## src/tslf_pkg.sv

```systemverilog
package tslf_pkg;

   localparam int NUMBER_DIGITS = 6;
   localparam int MAX_RESULTS = NUMBER_DIGITS + 3;
   localparam int COUNT_W = $clog2(MAX_RESULTS + 1);
   localparam int BCD_W = 4 * NUMBER_DIGITS;
   localparam int CSR_INDEX_W = 3;

   typedef enum logic [CSR_INDEX_W-1:0] {
      CSR_NUMBER_ALL      = 3'd0,
      CSR_NUMBER_NONBLANK = 3'd1,
      CSR_SQUEEZE_BLANK   = 3'd2,
      CSR_MARK_ENDS       = 3'd3,
      CSR_SHOW_TABS       = 3'd4,
      CSR_SHOW_CONTROL    = 3'd5
   } csr_index_type;

   localparam logic [7:0] CH_TAB      = 8'd9;
   localparam logic [7:0] CH_NL       = 8'd10;
   localparam logic [7:0] CH_SPACE    = 8'd32;
   localparam logic [7:0] CH_DOLLAR   = 8'd36;
   localparam logic [7:0] CH_ZERO     = 8'd48;
   localparam logic [7:0] CH_QUESTION = 8'd63;
   localparam logic [7:0] CH_I        = 8'd73;
   localparam logic [7:0] CH_CARET    = 8'd94;
   localparam logic [7:0] CH_DEL      = 8'd127;
   localparam logic [7:0] CTRL_LIMIT  = 8'd32;
   localparam logic [7:0] CTRL_OFFSET = 8'd64;

   typedef struct packed {
      logic number_all;
      logic number_nonblank;
      logic squeeze_blank;
      logic mark_ends;
      logic show_tabs;
      logic show_control;
   } cfg_type;

   typedef struct packed {
      logic [COUNT_W-1:0]               count;
      logic [MAX_RESULTS-1:0][7:0]      bytes;
   } gen_type;

   function automatic logic bcd_ok(input logic [BCD_W-1:0] value);
      logic ok;
      ok = 1'b1;
      for (int i = 0; i < NUMBER_DIGITS; i++) begin
         if (value[4*i +: 4] > 4'd9) begin
            ok = 1'b0;
         end
      end
      return ok;
   endfunction

endpackage

```

## src/tslf_expand.sv

```systemverilog
module tslf_expand (
   input  logic                        clock,
   input  logic                        reset,
   input  tslf_pkg::cfg_type           cfg,
   input  logic                        step,
   input  logic [7:0]                  in_byte,
   input  logic                        file_start,
   output tslf_pkg::gen_type           gen
);

   logic                               after_newline_ff;
   logic                               after_newline_in;
   logic [1:0]                         blank_run_ff;
   logic [1:0]                         blank_run_in;
   logic [tslf_pkg::BCD_W-1:0]         line_ff;
   logic [tslf_pkg::BCD_W-1:0]         line_in;
   logic [tslf_pkg::BCD_W-1:0]         line_bumped;

   logic                               an;
   logic [1:0]                         br;
   logic [1:0]                         br_next;
   logic                               is_nl;
   logic                               squeezed;
   logic                               numbered;
   logic [7:0]                         tail0;
   logic [7:0]                         tail1;
   logic [1:0]                         tail_cnt;
   logic [tslf_pkg::NUMBER_DIGITS-1:0] nz;
   logic [tslf_pkg::NUMBER_DIGITS-1:0] nine;
   logic [tslf_pkg::NUMBER_DIGITS-1:0] low_nines;
   logic [tslf_pkg::NUMBER_DIGITS-1:0][7:0] digit_char;

   always_comb begin
      an = file_start ? 1'b1 : after_newline_ff;
      br = file_start ? 2'd0 : blank_run_ff;
      is_nl = (in_byte == tslf_pkg::CH_NL);
      br_next = br;
      squeezed = 1'b0;
      if (cfg.squeeze_blank && an) begin
         if (is_nl) begin
            br_next = (br < 2'd2) ? br + 2'd1 : br;
            squeezed = (br_next >= 2'd2);
         end else begin
            br_next = 2'd0;
         end
      end
      numbered = is_nl ? (an && cfg.number_all && !cfg.number_nonblank)
                       : (an && (cfg.number_all || cfg.number_nonblank));
   end

   always_comb begin
      tail0 = in_byte;
      tail1 = 8'd0;
      tail_cnt = 2'd1;
      priority if (is_nl) begin
         if (cfg.mark_ends) begin
            tail0 = tslf_pkg::CH_DOLLAR;
            tail1 = tslf_pkg::CH_NL;
            tail_cnt = 2'd2;
         end
      end else if (in_byte == tslf_pkg::CH_TAB) begin
         if (cfg.show_tabs) begin
            tail0 = tslf_pkg::CH_CARET;
            tail1 = tslf_pkg::CH_I;
            tail_cnt = 2'd2;
         end
      end else if (cfg.show_control && in_byte < tslf_pkg::CTRL_LIMIT) begin
         tail0 = tslf_pkg::CH_CARET;
         tail1 = in_byte + tslf_pkg::CTRL_OFFSET;
         tail_cnt = 2'd2;
      end else if (cfg.show_control && in_byte == tslf_pkg::CH_DEL) begin
         tail0 = tslf_pkg::CH_CARET;
         tail1 = tslf_pkg::CH_QUESTION;
         tail_cnt = 2'd2;
      end else begin
         tail0 = in_byte;
      end
   end

   always_comb begin
      for (int i = 0; i < tslf_pkg::NUMBER_DIGITS; i++) begin
         nz[i] = (line_ff[4*i +: 4] != 4'd0);
         nine[i] = (line_ff[4*i +: 4] == 4'd9);
      end
      for (int i = 0; i < tslf_pkg::NUMBER_DIGITS; i++) begin
         if ((i == 0) || ((nz >> i) != '0)) begin
            digit_char[i] = tslf_pkg::CH_ZERO + {4'd0, line_ff[4*i +: 4]};
         end else begin
            digit_char[i] = tslf_pkg::CH_SPACE;
         end
      end
      low_nines[0] = 1'b1;
      for (int i = 1; i < tslf_pkg::NUMBER_DIGITS; i++) begin
         low_nines[i] = low_nines[i-1] & nine[i-1];
      end
      line_bumped = line_ff;
      if (!(&nine)) begin
         for (int i = 0; i < tslf_pkg::NUMBER_DIGITS; i++) begin
            if (low_nines[i]) begin
               line_bumped[4*i +: 4] = nine[i] ? 4'd0 : line_ff[4*i +: 4] + 4'd1;
            end
         end
      end
   end

   always_comb begin
      gen.bytes = '0;
      if (numbered) begin
         for (int i = 0; i < tslf_pkg::NUMBER_DIGITS; i++) begin
            gen.bytes[tslf_pkg::NUMBER_DIGITS-1-i] = digit_char[i];
         end
         gen.bytes[tslf_pkg::NUMBER_DIGITS] = tslf_pkg::CH_TAB;
         gen.bytes[tslf_pkg::NUMBER_DIGITS+1] = tail0;
         gen.bytes[tslf_pkg::NUMBER_DIGITS+2] = tail1;
         gen.count = tslf_pkg::COUNT_W'(tslf_pkg::NUMBER_DIGITS + 1)
                     + tslf_pkg::COUNT_W'(tail_cnt);
      end else begin
         gen.bytes[0] = tail0;
         gen.bytes[1] = tail1;
         gen.count = tslf_pkg::COUNT_W'(tail_cnt);
      end
      if (squeezed) begin
         gen.count = '0;
      end
   end

   always_comb begin
      after_newline_in = after_newline_ff;
      blank_run_in = blank_run_ff;
      line_in = line_ff;
      if (step) begin
         after_newline_in = squeezed ? an : is_nl;
         blank_run_in = br_next;
         if (numbered && !squeezed) begin
            line_in = line_bumped;
         end
      end
   end

   always_ff @(posedge clock) begin
      if (reset) begin
         after_newline_ff <= 1'b1;
         blank_run_ff <= 2'd0;
         line_ff <= tslf_pkg::BCD_W'(1);
      end else begin
         after_newline_ff <= after_newline_in;
         blank_run_ff <= blank_run_in;
         line_ff <= line_in;
      end
   end

   a_bcd_digits: assert property (@(posedge clock) disable iff (reset)
      tslf_pkg::bcd_ok(line_ff))
      else $error("Line counter holds a digit above nine.");

   a_blank_run_range: assert property (@(posedge clock) disable iff (reset)
      blank_run_ff != 2'd3)
      else $error("Blank line run count went past two.");

   a_counter_moves_by_one_line: assert property (@(posedge clock) disable iff (reset)
      (step && !(numbered && !squeezed)) |=> $stable(line_ff))
      else $error("Line counter changed on an unnumbered request.");

endmodule

```

## src/tslf_outbuf.sv

```systemverilog
module tslf_outbuf (
   input  logic                        clock,
   input  logic                        reset,
   input  logic                        load,
   input  tslf_pkg::gen_type           gen,
   output logic                        free,
   input  logic                        rsp_ready,
   output logic                        rsp_valid,
   output logic [7:0]                  rsp_out_byte,
   output logic                        rsp_last_of_group
);

   logic [tslf_pkg::COUNT_W-1:0]                 count_ff;
   logic [tslf_pkg::COUNT_W-1:0]                 count_in;
   logic [tslf_pkg::MAX_RESULTS-1:0][7:0]        bytes_ff;
   logic [tslf_pkg::MAX_RESULTS-1:0][7:0]        bytes_in;

   assign rsp_valid = (count_ff != '0);
   assign rsp_out_byte = bytes_ff[0];
   assign rsp_last_of_group = (count_ff == tslf_pkg::COUNT_W'(1));
   assign free = (count_ff == '0) || (rsp_last_of_group && rsp_ready);

   always_comb begin
      count_in = count_ff;
      bytes_in = bytes_ff;
      if (load) begin
         count_in = gen.count;
         bytes_in = gen.bytes;
      end else if (rsp_valid && rsp_ready) begin
         count_in = count_ff - tslf_pkg::COUNT_W'(1);
         for (int k = 0; k < tslf_pkg::MAX_RESULTS - 1; k++) begin
            bytes_in[k] = bytes_ff[k+1];
         end
         bytes_in[tslf_pkg::MAX_RESULTS-1] = 8'd0;
      end
   end

   always_ff @(posedge clock) begin
      if (reset) begin
         count_ff <= '0;
      end else begin
         count_ff <= count_in;
      end
      bytes_ff <= bytes_in;
   end

   a_load_when_free: assert property (@(posedge clock) disable iff (reset)
      load |-> free)
      else $error("Output buffer loaded while results were still pending.");

   a_count_range: assert property (@(posedge clock) disable iff (reset)
      count_ff <= tslf_pkg::COUNT_W'(tslf_pkg::MAX_RESULTS))
      else $error("Output buffer count out of range.");

   a_drain_by_one: assert property (@(posedge clock) disable iff (reset)
      (rsp_valid && rsp_ready && !load) |=> (count_ff == $past(count_ff) - 1'b1))
      else $error("Output buffer did not advance by one result.");

endmodule

```

## src/text_stream_line_filter.sv

```systemverilog
// The first result of a request is presented once the request has passed the input register
// and been loaded into the output buffer; the load waits while the buffer still holds results.
// Throughput: one request per cycle while each request yields at most one result and rsp_ready
// stays high; a request that yields several results holds the output buffer until its shift-out
// has passed the last result, and one that yields none passes through without loading it.
// Reset clears all options, marks the stream as just after a newline, zeroes the blank line
// run, sets the line counter to one and empties the pipeline.
module text_stream_line_filter (
   input  logic                               clock,
   input  logic                               reset,
   input  logic                               req_valid,
   output logic                               req_ready,
   input  logic [7:0]                         req_in_byte,
   input  logic                               req_file_start,
   output logic                               rsp_valid,
   input  logic                               rsp_ready,
   output logic [7:0]                         rsp_out_byte,
   output logic                               rsp_last_of_group,
   input  logic                               csr_we,
   input  logic [tslf_pkg::CSR_INDEX_W-1:0]   csr_index,
   input  logic                               csr_wdata
);

   tslf_pkg::cfg_type   cfg_ff;
   tslf_pkg::cfg_type   cfg_in;
   logic                in_valid_ff;
   logic                in_valid_in;
   logic [7:0]          in_byte_ff;
   logic                in_start_ff;
   tslf_pkg::gen_type   gen;
   logic                buf_free;
   logic                advance;
   logic                load;
   logic                req_fire;

   always_comb begin
      cfg_in = cfg_ff;
      if (csr_we) begin
         unique case (csr_index)
            tslf_pkg::CSR_NUMBER_ALL:      cfg_in.number_all = csr_wdata;
            tslf_pkg::CSR_NUMBER_NONBLANK: cfg_in.number_nonblank = csr_wdata;
            tslf_pkg::CSR_SQUEEZE_BLANK:   cfg_in.squeeze_blank = csr_wdata;
            tslf_pkg::CSR_MARK_ENDS:       cfg_in.mark_ends = csr_wdata;
            tslf_pkg::CSR_SHOW_TABS:       cfg_in.show_tabs = csr_wdata;
            tslf_pkg::CSR_SHOW_CONTROL:    cfg_in.show_control = csr_wdata;
            default: begin
            end
         endcase
      end
   end

   assign advance = in_valid_ff && (buf_free || (gen.count == '0));
   assign load = advance && (gen.count != '0);
   assign req_ready = !in_valid_ff || advance;
   assign req_fire = req_valid && req_ready;

   always_comb begin
      in_valid_in = in_valid_ff;
      if (req_fire) begin
         in_valid_in = 1'b1;
      end else if (advance) begin
         in_valid_in = 1'b0;
      end
   end

   always_ff @(posedge clock) begin
      if (reset) begin
         cfg_ff <= '0;
         in_valid_ff <= 1'b0;
      end else begin
         cfg_ff <= cfg_in;
         in_valid_ff <= in_valid_in;
      end
      if (req_fire) begin
         in_byte_ff <= req_in_byte;
         in_start_ff <= req_file_start;
      end
   end

   tslf_expand u_expand (
      .clock      (clock),
      .reset      (reset),
      .cfg        (cfg_ff),
      .step       (advance),
      .in_byte    (in_byte_ff),
      .file_start (in_start_ff),
      .gen        (gen)
   );

   tslf_outbuf u_outbuf (
      .clock             (clock),
      .reset             (reset),
      .load              (load),
      .gen               (gen),
      .free              (buf_free),
      .rsp_ready         (rsp_ready),
      .rsp_valid         (rsp_valid),
      .rsp_out_byte      (rsp_out_byte),
      .rsp_last_of_group (rsp_last_of_group)
   );

   a_request_held: assert property (@(posedge clock) disable iff (reset)
      (in_valid_ff && !advance) |=> (in_valid_ff && $stable(in_byte_ff)
                                     && $stable(in_start_ff)))
      else $error("A held request was lost or changed.");

   a_empty_request_passes: assert property (@(posedge clock) disable iff (reset)
      (in_valid_ff && gen.count == '0) |-> advance)
      else $error("A request without results was stalled.");

   a_ready_when_empty: assert property (@(posedge clock) disable iff (reset)
      !in_valid_ff |-> req_ready)
      else $error("Input stage empty but not ready.");

endmodule
```

## config.mk

```make
export PLATFORM = sky130hd
export DESIGN_NAME = text_stream_line_filter
export DESIGN_NICKNAME = d
export VERILOG_FILES = /design/src/tslf_pkg.sv /design/src/tslf_expand.sv /design/src/tslf_outbuf.sv /design/src/text_stream_line_filter.sv
export SDC_FILE = /design/constraint.sdc
export NUM_CORES = 1
export LEC_CHECK = 0
export ABC_AREA = 1
export ABC_CLOCK_PERIOD_IN_PS = 3000
export BUFFER_PORTS_ARGS = -buffer_cell sky130_fd_sc_hd__buf_2
export CAP_MARGIN = 30
export CORE_MARGIN = 1
export CORE_UTILIZATION = 31
export CTS_BUF_LIST = sky130_fd_sc_hd__clkbuf_8 sky130_fd_sc_hd__clkbuf_16
export DETAILED_ROUTE_END_ITERATION = 6
export GPL_ROUTABILITY_DRIVEN = 0
export HOLD_SLACK_MARGIN = 0.15
export PLACE_DENSITY = 0.49
export SLEW_MARGIN = 20
export SYNTH_ARGS = -nofsm -noshare
export SYNTH_HDL_FRONTEND = slang
export SYNTH_SLANG_ARGS = --single-unit
```

## constraint.sdc

```tcl
create_clock -name clock -period 3 [get_ports clock]
set_input_delay 0.6 -clock clock [delete_from_list [all_inputs] [get_ports clock]]
set_output_delay 0.6 -clock clock [all_outputs]
set_load 0.02 [all_outputs]
```

### Word level (Yosys, flattened, before mapping)

Cells that the tools add are included.

* output and inout bits: 11
* register bits: 119
* input port bits: 18
* logic and storage cells: 162

* reduce and logical (&&, ||, !) cells: 48
* equal/unequal tests: 15
* mux-type cells: 48
* add/subtract/negate cells: 16
* bitwise operators: 5
* $lt $le $gt $ge: 3

Operator list (number)
* 2-to-1 mux 72 bit: 2
* 2-to-1 mux 8 bit: 14
* 2-to-1 mux 56 bit: 1
* 2-to-1 mux 4 bit: 11
* adder 6 x 4 -> 7 bit (first input constant): 6
* nonzero test 4 bit: 7
* adder 4 x 1 -> 4 bit (second input constant): 6
* equality test 4 bit (second input constant): 6
* nonzero test 6 bit: 4
* 2-to-1 mux 2 bit: 10
* AND reduction 4 bit: 5
* equality test 8 x 4 -> 1 bit (second input constant): 2
* 2-to-1 mux 16 bit: 1
* logical AND 1 bit: 12
* AND reduction 2 bit: 6
* adder 8 x 7 -> 8 bit (second input constant): 1
* equality test 8 x 7 -> 1 bit (second input constant): 1
* logical NOT 4 bit: 2
* < comparator 8 x 6 -> 1 bit (second input constant): 1
* 2-to-1 mux 1 bit: 7
* 2-to-1 mux 7 bit: 1
* equality test 3 x 2 -> 1 bit (second input constant): 2
* equality test 3 bit (second input constant): 2
* 2-to-1 mux 6 bit: 1
* 15 further kinds: 24

### Logic depth before layout (Yosys ltp)

* word-level depth: 15
* mapped depth: 16
* depth with buffers taken out: 16

### Cells and area by module

A second synthesis with hierarchy kept.

* cells, all modules: 864
* area total of the unflattened synthesis: 6686.4 um2

Modules (own cells, without submodules)
* tslf_outbuf: area an instance 3452.1 um2, cells each 356, seq. area each 2242.2 um2, instances 1
* tslf_expand: area an instance 2587.5 um2, cells each 439, seq. area each 540.5 um2, instances 1
* text_stream_line_filter: area an instance 646.9 um2, cells each 69, seq. area each 410.4 um2, instances 1

### Worst setup path before layout

OpenSTA, ideal clock, no wires.

* path kind: reg2reg
* start: register u_outbuf.count_ff[0] (netlist name)
* end: register u_outbuf.bytes_ff[10] (netlist name) (enable)
* slack: -0.227 ns
* period minus slack after synthesis: 3.227 ns
* cell stages (with the launch flop): 7
* data arrival time: 2.792 ns
* library setup time: 0.435 ns
* buffers on the path: 0
* data required time: 2.565 ns
* cell sequence: dfxtp_1 > inv_1 > ha_1 > nand3_1 > nand2_1 > nand3_2 > nand2_1

* elaborated cells on any way between the ends: 10
* those cells by class: 1 x eq/ne; 9 x reduce/logical

RTL lines
* from (decl): line tslf_outbuf.sv:13 `logic [tslf_pkg::COUNT_W-1:0] count_ff;`
* from (signal assigned): line tslf_outbuf.sv:42 `count_ff <= count_in;`
* nonzero test 4 bit: line tslf_outbuf.sv:18 `assign rsp_valid = (count_ff != '0);`
* named net rsp_valid: line text_stream_line_filter.sv:15 `output logic rsp_valid,`
* logical AND 1 bit: line tslf_outbuf.sv:29 `end else if (rsp_valid && rsp_ready) begin`
* nonzero test 2 bit (no line)
* to (signal assigned): line tslf_outbuf.sv:44 `bytes_ff <= bytes_in;`
* to (decl): line tslf_outbuf.sv:15 `logic [tslf_pkg::MAX_RESULTS-1:0][7:0] bytes_ff;`

The timed path passes the listed nets, and every way through them passes these cells.
A chain may end at the register's enable or synchronous reset.

### Final worst setup path

* start: register in_byte_ff[6]
* end: output port req_ready

* cells in the longest elaborated chain, start to end: 13
* elaborated cells on any way between the ends: 20
* those cells by class: 1 x add/sub; 1 x order compare; 3 x eq/ne; 9 x mux; 6 x reduce/logical

RTL lines
* from (decl): line text_stream_line_filter.sv:28 `logic [7:0] in_byte_ff;`
* from (signal assigned): line text_stream_line_filter.sv:75 `in_byte_ff <= req_in_byte;`
* parallel branches: the longest is 8 deep, another holds < comparator 8 x 6 -> 1 bit
* 2-to-1 mux 4 bit (*): line tslf_expand.sv:122 `if (squeezed) begin`
* logical NOT 4 bit (*): line text_stream_line_filter.sv:52 `assign advance = in_valid_ff && (buf_free || (gen.count == '0));`
* logical OR 1 bit (*): line text_stream_line_filter.sv:52
* logical AND 1 bit (*): line text_stream_line_filter.sv:52
* logical OR 1 bit (*): line text_stream_line_filter.sv:54 `assign req_ready = !in_valid_ff || advance;`
* to (decl): line text_stream_line_filter.sv:12 `output logic req_ready,`

Every way passes the cells marked *.

==> impl_summary.log <==
INFO  metric postRouteWirelength = 14.45 mm
INFO  metric setup_viol_count_final = 0
INFO  metric drt-pass1-iter-count = 5
INFO  metric netlist_instances = 716
INFO  metric rows = 50
INFO  metric outcome = finished, final reports clean
INFO  metric design.die.area = 19870 µm²
INFO  metric critical_path_class = flip-flop to output port
INFO  metric vias = 4800
INFO  metric whs_endpoint = in_start_ff
INFO  metric use_met3 = 3.295%
INFO  metric fin_tns_setup = 0 ns
INFO  metric relSlewSlack = 62.49%
INFO  metric leakage = roughly 0.0029 µW
INFO  metric hold-worst-slack = 0.3565 ns
INFO  metric num-fill-cells = roughly 1.9k
INFO  metric rrSetupSlack = about 0.59 ns
INFO  metric detail_route.iter0.violations = 389
INFO  metric globalRoute.busiestLayer = met2
INFO  metric setup_repair_after_global_routing_missed_its_margin = no
INFO  metric detailed_place_hpwl = 10.30 mm
INFO  metric yosys_warnings = 0
INFO  metric number_of_synthesized_flops_with_an_enable_pin = 81
INFO  metric drc = 0
INFO  metric cts_num_sinks = 119
INFO  metric fin_nets = 761
INFO  metric cp_data_arrival_time = 1.88 ns
INFO  metric floorplan.die.height = 141.0 µm
INFO  metric drt-wirelength-per-cell = approximately 14 µm
INFO  metric vias_per_cell = ~4.8
INFO  metric postRouteAntennaNets = 0
INFO  metric max_cap_viol_count = 0
INFO  metric synth_flop_cell = sky130_fd_sc_hd__edfxtp_1
INFO  metric net_count_of_the_mapped_netlist = between 700 and 800
INFO  metric grt_pass1_vias = 4657
INFO  metric worst_hold_startpoint = req_file_start
INFO  metric hold_path_class = input port to flip-flop
INFO  metric clk_latency = 0.42 ns
INFO  metric power.density = 926.2 nW/µm²
INFO  metric layout.cells.most_common = sky130_fd_sc_hd__nand2_1
INFO  metric holdPathStages = 1
INFO  metric ys_async_sr_fraction = 0%
INFO  metric mappedNetlistArea = 5987 µm²
INFO  metric final_layout_size_suffix_gt1_share = 13.20%
INFO  metric post-route-period-util = 82.57%
INFO  metric synth_seq_cells = 119
INFO  metric post_cts_buffers = 0
INFO  metric clock_tree.root_cell = sky130_fd_sc_hd__clkbuf_16
INFO  metric vdd_ir_drop_max = ~0.00046 V
INFO  metric max-clock-path-buffers = 2
INFO  metric fp.coreArea = 18830 µm²
INFO  metric worst_r2r_startpoint = in_byte_ff[6]
INFO  metric postCtsResizedCells = 0
INFO  metric mostFrequentLayoutCells = sky130_fd_sc_hd__nand2_1 (188), sky130_fd_sc_hd__edfxtp_1 (81), sky130_fd_sc_hd__nor2_1 (68)
INFO  metric maxSlewViolCount = 0
INFO  metric syn_avg_cell_area = roughly 8.4 µm²
INFO  metric placement.io_buffers = 28
INFO  metric ys_types = 33
INFO  metric die_width = around 140 µm
INFO  metric areaGrowthSynthToFinish = 16.34%
INFO  metric path_clk_slew = about 0.05 ns
INFO  metric antenna_found_initial = 0
INFO  metric skew_final = 0.009793 ns
INFO  metric grt_max_degree = 77
INFO  metric path_max_fanout = 6
INFO  metric globalRouteMet2Util = 24.51%
INFO  metric cts_buffers = 17
INFO  metric globalRoute.totalOverflow = 0
INFO  metric worst_pin_slew = 0.5627 ns
INFO  metric fmax_achieved = 403.7 MHz
INFO  metric worst-endpoint-required = 2.40 ns
INFO  metric grt_first_pass_wirelength = 23.85 mm
INFO  metric worst_setup_path_start_kind = flip-flop
INFO  metric grtUsageMet1 = around a fifth
INFO  metric synth_seq_area_share = a little over half
INFO  metric grtUsageTotal = 15.68%
INFO  metric holdBufCountCts = 0
INFO  metric initial_core_utilization = 31.79%
INFO  metric hold_viol_final = 0
INFO  metric cts_tree = yes
INFO  metric antenna-diode-count = 0
INFO  metric finalWorstPathRequiredPeriod = around 2.5 ns
INFO  metric floorplan.io_pins = 29
INFO  metric r2r_cells = 9
INFO  metric clock_tree.htree_level_count = 4
INFO  metric worstSetupEndpointType = output port
INFO  metric r2r-end = u_outbuf.rsp_out_byte[5]
## stage by stage
step	instance area [µm²]	util, %	setup WS [ns]	std cells	power [µW]
floorplan	5989	-	0.4668	716	3978
CTS	6965	36.99	0.4959	1010	6541
detailed placement	6354	33.74	0.6282	978	4403
finish	6965	36.99	0.5229	1010	6452
global route	6965	36.99	0.2622	1010	6845
global placement	6354	33.74	0.6556	978	4377
## synthesized netlist by cell type (all sizes together), types with 2 or more instances
| master | instances | area share (%) |
|---|---|---|
| nand2 | 193 | 12 |
| inv | 88 | 5.5 |
| edfxtp | 81 | 41 |
| nor2 | 74 | 5.3 |
| o21ai | 60 | 5.1 |
| nand3 | 58 | 5.0 |
| a21oi | 39 | 3.3 |
| dfxtp | 38 | 13 |
| buf | 25 | 2.7 |
| xor2 | 12 | 1.8 |
| nand4 | 11 | 1.1 |
| clkbuf | 6 | 0.38 |
| ha | 6 | 1.3 |
| o211ai | 6 | 0.75 |
| a2bb2oi | 4 | 0.59 |
| a31oi | 4 | 0.42 |
| nor3 | 4 | 0.33 |
| nor4 | 2 | 0.21 |
| o31ai | 2 | 0.25 |
## registers in the layout, summed over array words and instances (netlist names)
signal / flops
u_expand.line_ff: 24
u_expand.after_newline_ff: 1
cfg_ff: 6
u_outbuf.rsp_out_byte: 8
u_outbuf.count_ff: 4
in_valid_ff: 1
in_start_ff: 1
in_byte_ff: 8
u_expand.blank_run_ff: 2
u_outbuf.bytes_ff: 64
## power by group
part	switching (µW)	leakage [µW]	internal, µW
registers	188	0.00110	2620
clock network	732	0.000295	1370
logic	1060	0.00146	485
## worst max-delay path by stage
stage,startpoint,to,depth (start not counted)
4_1_cts,in_byte_ff[6],req_ready,7
2_1_floorplan,u_outbuf.count_ff[0],u_outbuf.bytes_ff[10],6
5_1_grt,in_byte_ff[6],u_outbuf.count_ff[1],13
3_3_place_gp,in_byte_ff[6],u_outbuf.rsp_out_byte[3],10
3_5_place_dp,in_byte_ff[6],u_outbuf.rsp_out_byte[5],9
6_report,in_byte_ff[6],req_ready,7
## worst max-delay path: stages, from the launching register on
cell,delay (ns)
sky130_fd_sc_hd__edfxtp_1,0.43
sky130_fd_sc_hd__inv_1,0.08
sky130_fd_sc_hd__ha_1,0.18
sky130_fd_sc_hd__nand3_1,0.13
sky130_fd_sc_hd__nor2_4,0.21
sky130_fd_sc_hd__nand2_4,0.10
sky130_fd_sc_hd__nand3_1,0.13
sky130_fd_sc_hd__buf_2,0.19
## final cells by class
class                      instances  area (µm²)  area share, %
sequential                       119        3193          45.84
clock inverter                    15       186.4          2.676
clock buffer                      17       425.4          6.107
timing repair buffer              33       215.2          3.090
inverter                          89       334.1          4.796
tap                              260       325.3          4.670
multi-input combinational        477        2286          32.82
## cells by family after synthesis
| family | after synthesis | synth area share, % |
|---|---|---|
| simple gates | 343 | 24.56 |
| buf+inv | 120 | 8.610 |
| flops | 119 | 53.33 |
| compound gates | 115 | 10.34 |
| xor+xnor | 13 | 1.902 |
| fa+ha+maj | 6 | 1.254 |
## layer usage
metal	routed length, µm	part of all wire, %
met1	6819	47
met5	0	0
met2	6478	45
met4	423	2.9
met3	728	5.0
(Power assumes the default switching activity.)
